$ cat config.mk
export PLATFORM = sky130hd
export DESIGN_NAME = fpsfm_front
export DESIGN_NICKNAME = d
export VERILOG_FILES = /design/src/rtl/fpsfm_pkg.sv /design/src/rtl/fpsfm_front.sv
export SDC_FILE = /design/constraint.sdc
export NUM_CORES = 1
export LEC_CHECK = 0
export CAP_MARGIN = 0
export CORE_MARGIN = 3
export CORE_UTILIZATION = 50
export CTS_BUF_LIST = sky130_fd_sc_hd__clkbuf_4 sky130_fd_sc_hd__clkbuf_8
export CTS_CLUSTER_SIZE = 12
export DETAILED_ROUTE_END_ITERATION = 7
export DONT_BUFFER_PORTS = 1
export GPL_TIMING_DRIVEN = 0
export PLACE_DENSITY = 0.7
export SLEW_MARGIN = 40
export SYNTH_ARGS = -nofsm -noshare
export SYNTH_HDL_FRONTEND = slang
export SYNTH_SLANG_ARGS = --single-unit
$ cat constraint.sdc
create_clock -name i_clk -period 4.4 [get_ports i_clk]
set_input_delay 1.32 -clock i_clk [delete_from_list [all_inputs] [get_ports i_clk]]
set_output_delay 1.32 -clock i_clk [all_outputs]
set_load 0.01 [all_outputs]
$ cat src/rtl/fpsfm_pkg.sv
`timescale 1ns / 1ps

package fpsfm_pkg;

    localparam int MAX_SAMPLES = 2048;
    localparam int ADDR_W      = $clog2(MAX_SAMPLES);
    localparam int CNT_W       = 12;
    localparam int DEN_W       = 2 * CNT_W;
    localparam int SUM_W       = 32;
    localparam int QDEPTH      = 4;
    localparam int QPTR_W      = $clog2(QDEPTH);

    localparam logic [15:0] STRIDE_RST    = 16'd250;
    localparam logic [7:0]  THRESHOLD_RST = 8'd20;

    localparam logic [1:0] REQ_PIXEL   = 2'd0;
    localparam logic [1:0] REQ_EOF     = 2'd1;
    localparam logic [1:0] REQ_REFRESH = 2'd2;

    localparam logic [1:0] CFG_STRIDE    = 2'd0;
    localparam logic [1:0] CFG_THRESHOLD = 2'd1;
    localparam logic [1:0] CFG_BELOW     = 2'd2;

    typedef enum logic [1:0] {
        CMD_SAMPLE,
        CMD_EOF,
        CMD_REFRESH
    } t_cmd_kind;

    typedef struct packed {
        t_cmd_kind  kind;
        logic [7:0] pixel;
    } t_cmd;

    typedef struct packed {
        logic [1:0] req_type;
        logic [7:0] pixel_value;
    } t_in;

    typedef struct packed {
        logic        fault_raised;
        logic [7:0]  mean_difference;
        logic [11:0] samples_used;
        logic        samples_dropped;
    } t_out;

    typedef enum logic [2:0] {
        ST_IDLE,
        ST_WALK,
        ST_DENOM,
        ST_LIMIT,
        ST_DIV,
        ST_OUT
    } t_back_state;

endpackage

$ cat src/rtl/fpsfm_front.sv
`timescale 1ns / 1ps

module fpsfm_front (
    input  logic                 i_clk,
    input  logic                 i_rst_n,
    input  logic                 i_push,
    output logic                 o_full,
    input  fpsfm_pkg::t_in       i_in,
    input  logic [15:0]          i_stride,
    output logic                 o_cmd_vld,
    output fpsfm_pkg::t_cmd      o_cmd,
    input  logic                 i_cmd_rdy
);

    fpsfm_pkg::t_cmd r_q [fpsfm_pkg::QDEPTH];
    logic [fpsfm_pkg::QPTR_W-1:0] r_wptr, r_rptr;
    logic [fpsfm_pkg::QPTR_W:0]   r_cnt;
    logic [15:0] r_pos;
    logic [16:0] pos_inc;
    logic [16:0] stride_eff;
    logic        accept, enq, deq;
    fpsfm_pkg::t_cmd new_cmd;

    assign o_full    = (r_cnt == (fpsfm_pkg::QPTR_W+1)'(fpsfm_pkg::QDEPTH));
    assign o_cmd_vld = (r_cnt != '0);
    assign o_cmd     = r_q[r_rptr];
    assign accept    = i_push && !o_full;
    assign deq       = o_cmd_vld && i_cmd_rdy;
    assign pos_inc   = {1'b0, r_pos} + 17'd1;
    assign stride_eff = (i_stride == 16'd0) ? 17'd1 : {1'b0, i_stride};

    always_comb begin
        new_cmd.pixel = i_in.pixel_value;
        new_cmd.kind  = fpsfm_pkg::CMD_SAMPLE;
        enq = 1'b0;
        case (i_in.req_type)
            fpsfm_pkg::REQ_PIXEL: begin
                enq = accept && (r_pos == 16'd0);
            end
            fpsfm_pkg::REQ_EOF: begin
                new_cmd.kind = fpsfm_pkg::CMD_EOF;
                enq = accept;
            end
            fpsfm_pkg::REQ_REFRESH: begin
                new_cmd.kind = fpsfm_pkg::CMD_REFRESH;
                enq = accept;
            end
            default: begin
                enq = 1'b0;
            end
        endcase
    end

    always_ff @(posedge i_clk) begin
        if (!i_rst_n) begin
            r_pos  <= '0;
            r_wptr <= '0;
            r_rptr <= '0;
            r_cnt  <= '0;
        end else begin
            if (accept && i_in.req_type == fpsfm_pkg::REQ_PIXEL) begin
                r_pos <= (pos_inc >= stride_eff) ? 16'd0 : pos_inc[15:0];
            end else if (accept && i_in.req_type == fpsfm_pkg::REQ_EOF) begin
                r_pos <= '0;
            end
            if (enq) begin
                r_wptr <= r_wptr + 1'b1;
            end
            if (deq) begin
                r_rptr <= r_rptr + 1'b1;
            end
            if (enq && !deq) begin
                r_cnt <= r_cnt + 1'b1;
            end else if (!enq && deq) begin
                r_cnt <= r_cnt - 1'b1;
            end
        end
    end

    always_ff @(posedge i_clk) begin
        if (enq) begin
            r_q[r_wptr] <= new_cmd;
        end
    end

endmodule

==> out/results.ini <==
[routing]
routed_via_count = 2114
vias_per_cell = 5.64
wl_per_cell_um = 16.3
route.antenna.remaining_nets = 0
detail_route.first_pass.iterations = 5
wirelength_um = 6100
route.detailed.drc = 0
drt_first_iter_violations = 144

[finish]
num_antenna_cells = 0
final_design_area_no_fill_um2 = 3680
final_common_cell = edfxtp_1
drive_gt1_frac = 0.104
nets = 352
layout_common_cells = 40 x edfxtp_1, 28 x ha_1, 26 x inv_1
synth_to_final_area_change_pct = 8.80

[pwr]
power_density_nw_per_um2 = 419
power_switching_w = 0.000433
netSwitchingFraction = 0.281
cellLeakagePower_nw = 1.36
comb_power_share = 0.206
internal_power_w = 0.00111
seq_power_share = 0.466
power.share.clock = 0.328
ir_drop_mv = 0.291

[synthesis]
synthAdderAreaFrac = 0.109
syn-num-nets = 341
synth_seq_cells = 65
postSynthAreaPerCell_um2 = 12.0
synth_top_family_by_area = simple AND/OR/NAND/NOR gates
ys.warnings.count = 0
synth.area.mux_share = 0.0872
synth_xor_xnor_area_share = 0.0492
synth_edf_count = 40
asyncSetResetFlopFracSynth = 0
yosys.cell_types.count = 42
post_synthesis_compound_gate_area_fraction = 0.0688
syn_inst = 282
synth_seq_area_share = 0.503
synth_flop_cell = edfxtp_1
cell_area_after_synthesis_um2 = 3380
synthSimpleGateAreaFrac = 0.139

[floorplan]
dieArea_um2 = 7790
io_pins = 42
die-width_um = 88.3
start_util = 0.524
floorplan.core_area_um2 = 6460
core.rowCount = 29
die_h_um = 88.3

[clocking]
cts_hold_repair.buffers = 0
clk-insertion-delay-late_ns = 0.34
cts_resized = 0
cts_made_buffers = 9
cts_buffer_depth = 2
clkSinkCount = 65
ctsHtreeMaxLevel = 3
clk_pin_slew_ns = 0.07
cts_root_buffer = clkbuf_8
cts_setup_buffers = 0
clock_tree_from_tritoncts = built

[worst_setup_path]
critPathKind = in2reg
critPathCaptureType = register
cp_data_required_time_ns = 4.67
setup.worst_path.start_class = input port
crit_path_max_fanout = 7
critPathArrivalTime_ns = 3.92

[timing]
finalCriticalPeriod_ns = 3.65
drv_slew = 0
finalHoldViolCount = 0
fin_skew_ns = 0.0111
grt_setup_unrepaired = false
final_min_period_over_clock_period = 0.830
tightestPinTransition_ns = 0.724
final-setup-viol-count = 0
holdWs_ns = 0.518
fmaxAchievable_mhz = 274
setup-tns-final_ns = 0
timing.max_slew.rel_slack = 0.514

[global_route]
antenna_found_initial = 0
grt_pass1_wl_um = 10100
grt-busiest-layer = met2
grt_start_max_net_pins = 14
first_global_vias = 2089
gr-usage-met2 = 0.262
met1_track_usage_gr = 0.241
gr-usage-met3 = 0.0400
grt.overflow.total = 0
grt_usage = 0.173

[min_path]
timing.hold.worst.class = reg2reg

[outcome]
outcome = complete, no violations

[placed_design]
port_buffers = 0
gp_congestion = 0.832
dp.final_hpwl_um = 4670
post_placement_cell_area_um2 = 3480

[run]
maxCapViolCount = 0

-- power groups by stage --
stage,clock [W],sequential [W],combinational [W]
2_1_floorplan,0,0.000726,0.000270
3_3_place_gp,0,0.000730,0.000317
3_5_place_dp,0,0.000732,0.000323
4_1_cts,0.000522,0.000719,0.000324
5_1_grt,0.000549,0.000725,0.000362
6_report,0.000505,0.000718,0.000318
-- synth_stat cells (all sizes together) (5+ instances only) --
cell type,number,area share
edfxtp,40,0.35
ha,28,0.10
inv,26,0.029
dfxtp,25,0.15
xnor2,13,0.034
nand2,12,0.013
and2,11,0.021
mux4,10,0.067
nor2b,10,0.018
clkbuf,8,0.0089
nand3,8,0.012
a21oi,7,0.010
a32oi,7,0.018
mux2i,7,0.021
nor2,7,0.0078
nor4,7,0.013
a31oi,6,0.011
xor2,6,0.016
nand4,5,0.0092
nor3,5,0.0074
-- routing by layer --
metal | wire (µm) | up-vias
met5 | 0 | -
met4 | 102 | 0
met3 | 309 | 12
met2 | 2830 | 46
met1 | 2860 | 993
li1 | - | 1063
-- cell families after synthesis --
logic type | Yosys count
xor gates and xnor gates | 19
muxes | 17
AOI/OAI and AO/OA | 33
adders and majority gates | 29
and+or+nand+nor | 82
buffers and inverters | 37
DFF | 65
-- area by class of cell --
class,instances,area (µm²)
buffer,11,51.3
clock inverter,7,76.3
multi-input combinational,180,1540
clock buffer,9,124
tap,77,96.3
inverter,26,97.6
sequential,65,1700
fill,535,2780
-- worst max-delay path, cell delays in order --
cell and delay (ns):
inv_1 0.08, ha_1 0.21, nand2_1 0.07, nor3_1 0.13
a41oi_1 0.15, nor3_1 0.63, ha_1 0.30, inv_1 0.06
fa_1 0.37, xor2_1 0.15, or3_1 0.29, a21boi_0 0.16
-- state kept, by name, indices dropped and copies added (netlist names), named ones only --
register  count
r_cnt         3
r_pos        16
r_q          40
r_rptr        2
r_wptr        2
-- worst paths after layout --
kind	startpoint	to	slack (ns)	cells after the start
worst max-delay path	i_in[9]	r_cnt[2]$_SDFFE_PN0P_	0.75	12
worst min-delay path	r_cnt[2]$_SDFFE_PN0P_	r_cnt[2]$_SDFFE_PN0P_	0.52	2
worst max register to register	r_pos[0]$_SDFFE_PN0P_	r_pos[14]$_SDFFE_PN0P_	1.01	11
worst min register to register	r_cnt[2]$_SDFFE_PN0P_	r_cnt[2]$_SDFFE_PN0P_	0.52	2
-- stage by stage --
step           std cells  power [W]  setup slack (ns)   util
3_5_place_dp         359    0.00105             0.391  0.539
6_report             375    0.00154             0.750  0.570
5_1_grt              375    0.00164             0.450  0.570
3_3_place_gp         359    0.00105             0.404  0.539
2_1_floorplan        282   0.000996             0.719      -
4_1_cts              375    0.00156             0.756  0.570
No activity file was read; power rests on OpenSTA's default activity.
